--- src/hw/rtl/pse_pkg.sv ---
// Shared constants, character codes and ALU types for the postfix evaluator.
// Used by pse_alu and postfix_stack_evaluator; depends on nothing.
`timescale 1ns / 1ps

package pse_pkg;

    localparam int DATA_W      = 32;
    localparam int STACK_DEPTH = 16;
    localparam int ADDR_W      = (STACK_DEPTH > 1) ? $clog2(STACK_DEPTH) : 1;
    localparam int CNT_W       = $clog2(STACK_DEPTH + 1);
    localparam int STEP_W      = $clog2(DATA_W);

    localparam logic [7:0] CH_ZERO  = 8'd48;
    localparam logic [7:0] CH_LPAR  = 8'd40;
    localparam logic [7:0] CH_RPAR  = 8'd41;
    localparam logic [7:0] CH_MUL   = 8'd42;
    localparam logic [7:0] CH_ADD   = 8'd43;
    localparam logic [7:0] CH_SUB   = 8'd45;
    localparam logic [7:0] CH_DIV   = 8'd47;

    localparam logic [DATA_W-1:0] NEG_ONE = '1;

    typedef enum logic [1:0] {
        ALU_ADD,
        ALU_SUB,
        ALU_MUL,
        ALU_DIV
    } t_alu_op;

    typedef struct packed {
        logic    start;
        t_alu_op op;
    } t_alu_req;

endpackage

--- src/hw/rtl/pse_ram.sv ---
// Generic single-write, single-read RAM with registered read data.
// No dependencies; used for the value stack.
`timescale 1ns / 1ps

module pse_ram #(
    parameter int WIDTH = 32,
    parameter int DEPTH = 16
) (
    input  logic                                   i_clk,
    input  logic                                   i_we,
    input  logic [((DEPTH > 1) ? $clog2(DEPTH) : 1)-1:0] i_waddr,
    input  logic [WIDTH-1:0]                       i_wdata,
    input  logic [((DEPTH > 1) ? $clog2(DEPTH) : 1)-1:0] i_raddr,
    output logic [WIDTH-1:0]                       o_rdata
);

    logic [WIDTH-1:0] r_mem [DEPTH];
    logic [WIDTH-1:0] r_rdata;

    always_ff @(posedge i_clk) begin
        if (i_we) begin
            r_mem[i_waddr] <= i_wdata;
        end
        r_rdata <= r_mem[i_raddr];
    end

    assign o_rdata = r_rdata;

endmodule

--- src/hw/rtl/pse_alu.sv ---
// Iterative arithmetic unit: add/sub in one step, shift-add multiply and
// restoring divide one bit per step, all through a single shared adder.
// Depends on pse_pkg.
`timescale 1ns / 1ps

module pse_alu (
    input  logic                      i_clk,
    input  logic                      i_rst_n,
    input  pse_pkg::t_alu_req         i_req,
    input  logic [pse_pkg::DATA_W-1:0] i_lhs,
    input  logic [pse_pkg::DATA_W-1:0] i_rhs,
    output logic                      o_done,
    output logic [pse_pkg::DATA_W-1:0] o_result
);

    localparam int W = pse_pkg::DATA_W;

    logic                     r_busy;
    logic                     r_fix;
    pse_pkg::t_alu_op         r_op;
    logic [pse_pkg::STEP_W-1:0] r_cnt;
    logic [W-1:0]             r_acc;
    logic [W-1:0]             r_a;
    logic [W-1:0]             r_b;
    logic                     r_neg;
    logic                     r_done;
    logic                     n_done;
    logic [W-1:0]             r_result;

    logic [W:0]   add_x;
    logic [W:0]   add_y;
    logic         add_cin;
    logic [W+1:0] add_sum;
    logic         carry;
    logic         last_step;
    logic [W-1:0] lhs_mag;
    logic [W-1:0] rhs_mag;

    assign lhs_mag = i_lhs[W-1] ? (W'(0) - i_lhs) : i_lhs;
    assign rhs_mag = i_rhs[W-1] ? (W'(0) - i_rhs) : i_rhs;

    // One shared adder; divide uses it as a compare-and-subtract.
    always_comb begin
        add_x   = {1'b0, r_a};
        add_y   = {1'b0, r_b};
        add_cin = 1'b0;
        if (r_fix) begin
            add_x   = '0;
            add_y   = r_neg ? ~{1'b0, r_a} : {1'b0, r_a};
            add_cin = r_neg;
        end else begin
            case (r_op)
                pse_pkg::ALU_ADD: begin
                    add_cin = 1'b0;
                end
                pse_pkg::ALU_SUB: begin
                    add_y   = ~{1'b0, r_b};
                    add_cin = 1'b1;
                end
                pse_pkg::ALU_MUL: begin
                    add_x = {1'b0, r_acc};
                    add_y = r_b[0] ? {1'b0, r_a} : '0;
                end
                pse_pkg::ALU_DIV: begin
                    add_x   = {r_acc, r_a[W-1]};
                    add_y   = ~{1'b0, r_b};
                    add_cin = 1'b1;
                end
                default: begin
                    add_cin = 1'b0;
                end
            endcase
        end
        add_sum = {1'b0, add_x} + {1'b0, add_y} + {{(W+1){1'b0}}, add_cin};
    end

    assign carry     = add_sum[W+1];
    assign last_step = (r_cnt == pse_pkg::STEP_W'(W - 1));

    // result is final after the sign fix, a single add/sub step or the last multiply step
    assign n_done = r_busy && !i_req.start &&
                    (r_fix || r_op == pse_pkg::ALU_ADD || r_op == pse_pkg::ALU_SUB ||
                     (r_op == pse_pkg::ALU_MUL && last_step));

    always_ff @(posedge i_clk) begin
        if (!i_rst_n) begin
            r_busy <= 1'b0;
            r_fix  <= 1'b0;
            r_done <= 1'b0;
        end else begin
            r_done <= n_done;
            if (i_req.start) begin
                r_op   <= i_req.op;
                r_cnt  <= '0;
                r_acc  <= '0;
                r_fix  <= 1'b0;
                r_busy <= 1'b1;
                if (i_req.op == pse_pkg::ALU_DIV) begin
                    r_a   <= lhs_mag;
                    r_b   <= rhs_mag;
                    r_neg <= i_lhs[W-1] ^ i_rhs[W-1];
                end else begin
                    r_a   <= i_lhs;
                    r_b   <= i_rhs;
                    r_neg <= 1'b0;
                end
            end else if (r_busy) begin
                if (r_fix) begin
                    r_result <= add_sum[W-1:0];
                    r_busy   <= 1'b0;
                    r_fix    <= 1'b0;
                end else begin
                    case (r_op)
                        pse_pkg::ALU_ADD, pse_pkg::ALU_SUB: begin
                            r_result <= add_sum[W-1:0];
                            r_busy   <= 1'b0;
                        end
                        pse_pkg::ALU_MUL: begin
                            r_acc <= add_sum[W-1:0];
                            r_a   <= {r_a[W-2:0], 1'b0};
                            r_b   <= {1'b0, r_b[W-1:1]};
                            r_cnt <= r_cnt + pse_pkg::STEP_W'(1);
                            if (last_step) begin
                                r_result <= add_sum[W-1:0];
                                r_busy   <= 1'b0;
                            end
                        end
                        pse_pkg::ALU_DIV: begin
                            // remainder stays below the divisor, so 32 bits hold it
                            r_acc <= carry ? add_sum[W-1:0] : add_x[W-1:0];
                            r_a   <= {r_a[W-2:0], carry};
                            r_cnt <= r_cnt + pse_pkg::STEP_W'(1);
                            if (last_step) begin
                                r_fix <= 1'b1;
                            end
                        end
                        default: begin
                            r_busy <= 1'b0;
                        end
                    endcase
                end
            end
        end
    end

    assign o_done   = r_done;
    assign o_result = r_result;

endmodule

--- src/hw/rtl/postfix_stack_evaluator.sv ---
// Top level of the postfix evaluator: sequencer, value stack and output register.
// Depends on pse_pkg, pse_ram and pse_alu.
//
// Usage:
//   Input channel (i_valid / o_stall) carries one postfix character in i_symbol
//   and i_last, which marks the final character of an expression. A transaction
//   completes when i_valid is high and o_stall is low; o_stall is high while a
//   character is being worked on.
//   Output channel (o_valid / i_stall) carries one result per expression, on the
//   last character: the final popped value (-1 for an empty stack) and the two
//   sticky flags for overflow and division by zero.
//   A digit is pushed directly; an operator pops its two operands, then a paren
//   drops them, a divide by zero pushes -1, and add, subtract, multiply and divide
//   (32 divider steps, sign fix and result handoff) run in the ALU and push the
//   result. A last character adds the final pop into the output register. The
//   shared ALU paces multiply and divide; a pop waits on the registered RAM read.
//   Reset empties the stack and clears both sticky flags and the output valid.
//   If the receiver stalls while a result is held, the next expression can still
//   run; its own final pop waits until the output register is free.
`timescale 1ns / 1ps

module postfix_stack_evaluator (
    input  logic               i_clk,
    input  logic               i_rst_n,
    input  logic               i_valid,
    output logic               o_stall,
    input  logic [7:0]         i_symbol,
    input  logic               i_last,
    output logic               o_valid,
    input  logic               i_stall,
    output logic signed [31:0] o_result_value,
    output logic               o_stack_overflowed,
    output logic               o_divided_by_zero
);

    localparam int W = pse_pkg::DATA_W;

    typedef enum logic [3:0] {
        S_IDLE,
        S_RHS_A,
        S_RHS_B,
        S_LHS_A,
        S_LHS_B,
        S_EXEC,
        S_ALU_WAIT,
        S_PUSH,
        S_END_A,
        S_END_B
    } t_state;

    t_state                      r_state, n_state;
    logic [7:0]                  r_sym, n_sym;
    logic                        r_last, n_last;
    logic [pse_pkg::CNT_W-1:0]   r_count, n_count;
    logic [W-1:0]                r_rhs, n_rhs;
    logic [W-1:0]                r_lhs, n_lhs;
    logic [W-1:0]                r_res, n_res;
    logic                        r_ovf, n_ovf;
    logic                        r_dz, n_dz;
    logic                        r_o_valid, n_o_valid;
    logic [W-1:0]                r_o_value, n_o_value;
    logic                        r_o_ovf, n_o_ovf;
    logic                        r_o_dz, n_o_dz;

    logic                        in_fire;
    logic                        out_free;
    logic                        is_op;
    logic                        stack_empty;
    logic                        stack_full;
    logic [W-1:0]                pop_value;
    logic [pse_pkg::CNT_W-1:0]   top_idx;
    logic [W-1:0]                rd_data;
    logic                        wr_en;
    pse_pkg::t_alu_req           alu_req;
    logic                        alu_done;
    logic [W-1:0]                alu_result;
    pse_pkg::t_alu_op            sym_op;

    assign in_fire     = i_valid && (r_state == S_IDLE);
    assign out_free    = !r_o_valid || !i_stall;
    assign stack_empty = (r_count == '0);
    assign stack_full  = (r_count == pse_pkg::CNT_W'(pse_pkg::STACK_DEPTH));
    assign top_idx     = r_count - pse_pkg::CNT_W'(1);
    assign pop_value   = stack_empty ? pse_pkg::NEG_ONE : rd_data;
    assign wr_en       = (r_state == S_PUSH) && !stack_full;

    assign is_op = (i_symbol == pse_pkg::CH_LPAR) || (i_symbol == pse_pkg::CH_RPAR) ||
                   (i_symbol == pse_pkg::CH_ADD)  || (i_symbol == pse_pkg::CH_SUB)  ||
                   (i_symbol == pse_pkg::CH_MUL)  || (i_symbol == pse_pkg::CH_DIV);

    always_comb begin
        case (r_sym)
            pse_pkg::CH_SUB: sym_op = pse_pkg::ALU_SUB;
            pse_pkg::CH_MUL: sym_op = pse_pkg::ALU_MUL;
            pse_pkg::CH_DIV: sym_op = pse_pkg::ALU_DIV;
            default:         sym_op = pse_pkg::ALU_ADD;
        endcase
    end

    // Stack RAM reads at the current top every cycle; a pop holds the count in state
    // A and captures the data in the state after it (B).
    pse_ram #(
        .WIDTH (W),
        .DEPTH (pse_pkg::STACK_DEPTH)
    ) u_stack (
        .i_clk   (i_clk),
        .i_we    (wr_en),
        .i_waddr (r_count[pse_pkg::ADDR_W-1:0]),
        .i_wdata (r_res),
        .i_raddr (top_idx[pse_pkg::ADDR_W-1:0]),
        .o_rdata (rd_data)
    );

    pse_alu u_alu (
        .i_clk    (i_clk),
        .i_rst_n  (i_rst_n),
        .i_req    (alu_req),
        .i_lhs    (r_lhs),
        .i_rhs    (r_rhs),
        .o_done   (alu_done),
        .o_result (alu_result)
    );

    always_comb begin
        n_state   = r_state;
        n_sym     = r_sym;
        n_last    = r_last;
        n_count   = r_count;
        n_rhs     = r_rhs;
        n_lhs     = r_lhs;
        n_res     = r_res;
        n_ovf     = r_ovf;
        n_dz      = r_dz;
        n_o_valid = r_o_valid && i_stall;
        n_o_value = r_o_value;
        n_o_ovf   = r_o_ovf;
        n_o_dz    = r_o_dz;
        alu_req.start = 1'b0;
        alu_req.op    = sym_op;

        case (r_state)
            S_IDLE: begin
                if (in_fire) begin
                    n_sym  = i_symbol;
                    n_last = i_last;
                    n_res  = W'(i_symbol) - W'(pse_pkg::CH_ZERO);
                    n_state = is_op ? S_RHS_A : S_PUSH;
                end
            end
            S_RHS_A: n_state = S_RHS_B;
            S_RHS_B: begin
                n_rhs = pop_value;
                if (!stack_empty) begin
                    n_count = r_count - pse_pkg::CNT_W'(1);
                end
                n_state = S_LHS_A;
            end
            S_LHS_A: n_state = S_LHS_B;
            S_LHS_B: begin
                n_lhs = pop_value;
                if (!stack_empty) begin
                    n_count = r_count - pse_pkg::CNT_W'(1);
                end
                n_state = S_EXEC;
            end
            S_EXEC: begin
                if (r_sym == pse_pkg::CH_LPAR || r_sym == pse_pkg::CH_RPAR) begin
                    n_state = r_last ? S_END_A : S_IDLE;
                end else if (r_sym == pse_pkg::CH_DIV && r_rhs == '0) begin
                    n_dz    = 1'b1;
                    n_res   = pse_pkg::NEG_ONE;
                    n_state = S_PUSH;
                end else begin
                    alu_req.start = 1'b1;
                    n_state       = S_ALU_WAIT;
                end
            end
            S_ALU_WAIT: begin
                if (alu_done) begin
                    n_res   = alu_result;
                    n_state = S_PUSH;
                end
            end
            S_PUSH: begin
                if (stack_full) begin
                    n_ovf = 1'b1;
                end else begin
                    n_count = r_count + pse_pkg::CNT_W'(1);
                end
                n_state = r_last ? S_END_A : S_IDLE;
            end
            S_END_A: n_state = S_END_B;
            S_END_B: begin
                if (out_free) begin
                    n_o_valid = 1'b1;
                    n_o_value = pop_value;
                    n_o_ovf   = r_ovf;
                    n_o_dz    = r_dz;
                    n_count   = '0;
                    n_state   = S_IDLE;
                end
            end
            default: n_state = S_IDLE;
        endcase
    end

    always_ff @(posedge i_clk) begin
        if (!i_rst_n) begin
            r_state   <= S_IDLE;
            r_count   <= '0;
            r_ovf     <= 1'b0;
            r_dz      <= 1'b0;
            r_o_valid <= 1'b0;
        end else begin
            r_state   <= n_state;
            r_count   <= n_count;
            r_ovf     <= n_ovf;
            r_dz      <= n_dz;
            r_o_valid <= n_o_valid;
        end
        r_sym     <= n_sym;
        r_last    <= n_last;
        r_rhs     <= n_rhs;
        r_lhs     <= n_lhs;
        r_res     <= n_res;
        r_o_value <= n_o_value;
        r_o_ovf   <= n_o_ovf;
        r_o_dz    <= n_o_dz;
    end

    assign o_stall            = (r_state != S_IDLE);
    assign o_valid            = r_o_valid;
    assign o_result_value     = signed'(r_o_value);
    assign o_stack_overflowed = r_o_ovf;
    assign o_divided_by_zero  = r_o_dz;

    a_count_bound: assert property (@(posedge i_clk) disable iff (!i_rst_n)
        r_count <= pse_pkg::CNT_W'(pse_pkg::STACK_DEPTH))
        else $error("stack count beyond depth");

    a_final_clears: assert property (@(posedge i_clk) disable iff (!i_rst_n)
        (r_state == S_END_B && out_free) |=> (r_count == '0 && r_o_valid))
        else $error("final pop did not empty stack or post result");

    a_dz_sticky: assert property (@(posedge i_clk) disable iff (!i_rst_n)
        r_dz |=> r_dz)
        else $error("divide-by-zero flag dropped");

    a_ovf_sticky: assert property (@(posedge i_clk) disable iff (!i_rst_n)
        r_ovf |=> r_ovf)
        else $error("overflow flag dropped");

    a_alu_done_wait: assert property (@(posedge i_clk) disable iff (!i_rst_n)
        alu_done |-> (r_state == S_ALU_WAIT))
        else $error("ALU finished outside wait state");

endmodule

--- config.mk ---
export PLATFORM = sky130hd
export DESIGN_NAME = postfix_stack_evaluator
export DESIGN_NICKNAME = d
export VERILOG_FILES = /design/src/hw/rtl/pse_pkg.sv /design/src/hw/rtl/pse_ram.sv /design/src/hw/rtl/pse_alu.sv /design/src/hw/rtl/postfix_stack_evaluator.sv
export SDC_FILE = /design/constraint.sdc
export NUM_CORES = 1
export LEC_CHECK = 0
export BUFFER_PORTS_ARGS = -buffer_cell sky130_fd_sc_hd__buf_2
export CAP_MARGIN = 20
export CELL_PAD_IN_SITES_DETAIL_PLACEMENT = 0
export CELL_PAD_IN_SITES_GLOBAL_PLACEMENT = 1
export CORE_UTILIZATION = 50
export CTS_CLUSTER_DIAMETER = 100
export CTS_CLUSTER_SIZE = 30
export DETAILED_ROUTE_END_ITERATION = 8
export PLACE_DENSITY_LB_ADDON = 0.1
export SETUP_SLACK_MARGIN = 0.1
export SLEW_MARGIN = 20
export SYNTH_ARGS = -nofsm -noshare
export SYNTH_HDL_FRONTEND = slang
export SYNTH_SLANG_ARGS = --single-unit
--- constraint.sdc ---
create_clock -name i_clk -period 18.93 [get_ports i_clk]
set_clock_uncertainty 0.05 [all_clocks]
set_input_delay 0.9465 -clock i_clk [delete_from_list [all_inputs] [get_ports i_clk]]
set_output_delay 0.9465 -clock i_clk [all_outputs]
set_load 0.02 [all_outputs]
==> impl_metrics.env <==
export IMPL_dieWidth_um=270
export IMPL_endpoint_kind="register"
export IMPL_grt_usage=0.238
export IMPL_clk_pin_slew_worst_paths_ns=0.11
export IMPL_syn_area_mm2=0.0358
export IMPL_cap_violations=0
export IMPL_crit_path_start="u_alu.r_op[1]$_DFFE_PP_"
export IMPL_vias_per_cell=6.03
export IMPL_gp_congestion=0.843
export IMPL_crit_fanout=33
export IMPL_io_pins=49
export IMPL_tightest_slew_ns=1.10
export IMPL_postLayoutCoreUtil=0.545
export IMPL_period_needed_ns=5.77
export IMPL_vias=19600
export IMPL_sw_frac_of_total=0.318
export IMPL_p_int_w=0.00339
export IMPL_final_cell_mix="787 x edfxtp_1, 170 x nand2_1, 160 x mux4_2"
export IMPL_fmax_ghz=0.173
export IMPL_netlist_instances=2270
export IMPL_dp_cells=3174
export IMPL_antenna_found_initial=3
export IMPL_clkPwrFrac=0.197
export IMPL_clockBufferDepth=3
export IMPL_grt_pass1_wl_um=129000
export IMPL_min_from="r_dz$_SDFFE_PN0P_"
export IMPL_synth_edf_count=787
export IMPL_postRouteWirelength_um=85900
export IMPL_ys_flop_type="edfxtp_1"
export IMPL_insertion_delay_ns=0.63
export IMPL_drive_gt1_frac=0.163
export IMPL_p_per_area_mw_per_mm2=129
export IMPL_cts_hold_buffers=0
export IMPL_yosys_warnings=0
export IMPL_outcome="finished clean"
export IMPL_cts_resized=0
export IMPL_clock_root_buffer="clkbuf_16"
export IMPL_path_class="reg -> reg"
export IMPL_setup_tns_ns=0
export IMPL_cts_num_sinks=834
export IMPL_grt_pass1_vias=19500
export IMPL_fin_cells=3241
export IMPL_ant_nets=0
export IMPL_cts_buffers_inserted=36
export IMPL_dr_pass1_iters=7
export IMPL_timing_final_crit_share=0.305
export IMPL_arrival_ns=6.06
export IMPL_place_hpwl_um=52300
export IMPL_tritoncts="built"
export IMPL_htreeDepth=2
export IMPL_start_util=0.508
export IMPL_reg2reg_from="u_alu.r_op[1]$_DFFE_PP_"
export IMPL_yosysSeqAreaShare=0.686
export IMPL_power_frac_comb=0.270
export IMPL_postSynthAreaPerCell_um2=15.8
export IMPL_finalPower_w=0.00497
export IMPL_synthToLayoutAreaGrowth_pct=7.21
export IMPL_netSwitchingPower_w=0.00158
export IMPL_mostFrequentLayoutCell="edfxtp_1"
export IMPL_wire_per_inst_um=26.5
export IMPL_leakage_nw=12.2
export IMPL_synth_seq_cells=834
export IMPL_grt_start_max_net_pins=78
export IMPL_start_kind="register"
export IMPL_worst_ir_drop_vdd_uv=106
export IMPL_synth_fp_nets=2328
export IMPL_grt_overflow_total=0
export IMPL_required_ns=19.22
export IMPL_dieArea_mm2=0.0727
export IMPL_hold_viol=0
export IMPL_drt_iter0_drc=1898
export IMPL_postCtsSetupBuffers=0
export IMPL_nets=2330
export IMPL_nFillCells=5690
export IMPL_async_flop_share=0
export IMPL_pwr_share_seq=0.533
export IMPL_drc=0
export IMPL_hold_path_class="reg -> reg"
export IMPL_setup_viol=0
export IMPL_die_y_um=270
export IMPL_rsz0062_at_grt="no"
export IMPL_io_buffers=48
export IMPL_core_area_mm2=0.0705
export IMPL_max_slew_margin=0.269
export IMPL_rows=97
export IMPL_synth_cell_types=65
export IMPL_slew_violations=0
[metal layers]
metal | part of all wire | track usage | up-vias
li1 | - | - | 8811
met1 | 0.43 | 0.336 | 10200
met2 | 0.50 | 0.401 | 481
met3 | 0.043 | 0.0226 | 100
met4 | 0.022 | 0.0567 | 2
met5 | 0.00017 | 0 | -
[critical path: stages, from the launching register on]
cell and delay (ns):
edfxtp_1 0.34, buf_4 0.33, clkinv_1 0.57, buf_4 0.43, a221oi_1 0.28, a21oi_1 0.06, nor2_1 0.11, a21oi_1 0.06
ha_1 0.41, a21oi_1 0.20, o21ai_0 0.13, a221oi_1 0.28, and3_1 0.32, nor2_1 0.07, a2111oi_0 0.50, nor2b_4 0.53
buf_4 0.48, mux2i_1 0.25, nor2_1 0.06
[flip-flops by register name, indices dropped and copies added, names as in the netlist, 2 cells and up]
signal           flops
u_stack.r_mem      512
o_result_value      32
r_lhs               32
r_res               32
r_rhs               32
u_alu.o_result      32
u_alu.r_a           32
u_alu.r_acc         32
u_alu.r_b           32
u_stack.o_rdata     32
r_sym                8
r_count              5
u_alu.r_cnt          5
r_state              4
u_alu.r_op           2
[layout make-up]
| cell class | count | area, um2 | area share |
|---|---|---|---|
| clock inverters | 10 | 158 | 0.00411 |
| inverters | 24 | 90.1 | 0.00235 |
| flip-flops and latches | 834 | 24600 | 0.640 |
| well taps | 940 | 1180 | 0.0306 |
| clock buffers | 56 | 997 | 0.0260 |
| diodes | 1 | 2.50 | 0.0000652 |
| multi-input cells | 1285 | 10800 | 0.282 |
| repair buffers | 91 | 563 | 0.0147 |
[final timing paths]
check / endpoint / cells past startpoint / slack [ns]
worst min-delay path: o_divided_by_zero$_DFFE_PP_ / 0 / 0.40
worst max-delay path: u_alu.r_acc[8]$_SDFFCE_PP0P_ / 18 / 13.16
worst min register to register: o_divided_by_zero$_DFFE_PP_ / 0 / 0.40
worst max register to register: u_alu.r_acc[8]$_SDFFCE_PP0P_ / 18 / 13.16
[power groups by stage]
stage	clock (W)	sequential [W]	combinational (W)
after global placement	0	0.00267	0.00134
after detailed placement	0	0.00269	0.00135
after floorplan	0	0.00257	0.000970
after CTS	0.00100	0.00265	0.00136
final	0.000978	0.00265	0.00134
after global routing	0.00106	0.00268	0.00144
[through the flow]
step                      instance area (um2)  setup WS (ns)  hold slack [ns]
after floorplan                         35800          12.26            0.358
after global placement                  37200          13.25            0.369
after detailed placement                37200          13.20            0.373
after CTS                               38400          13.14            0.403
after global routing                    38400          12.60            0.416
final                                   38400          13.16            0.403
[cell families after synthesis]
logic type      Yosys count  synth area share
simple gates            510            0.0662
xor+xnor                129            0.0315
flops                   834             0.686
fa+ha+maj                45            0.0161
mux                     223             0.118
compound gates          378            0.0656
buf+inv                 151            0.0163
[synth_stat cells, drive strengths merged, types with 23 or more instances]
| cell type | instances | area (um2) |
|---|---|---|
| nor2 | 159 | 597 |
| xor2 | 56 | 490 |
| a21oi | 119 | 596 |
| or2 | 38 | 240 |
| buf | 32 | 138 |
| ha | 43 | 538 |
| dfxtp | 47 | 941 |
| a221oi | 31 | 272 |
| nor3 | 23 | 115 |
| edfxtp | 787 | 23600 |
| clkbuf | 95 | 357 |
| nand2 | 172 | 651 |
| mux2i | 62 | 621 |
| xnor2 | 73 | 639 |
| a211oi | 31 | 233 |
| o21ai | 105 | 526 |
| mux4 | 160 | 3600 |
| nand3 | 29 | 145 |
| inv | 23 | 86.3 |
Note: power is estimated with default switching activity, not from simulation.
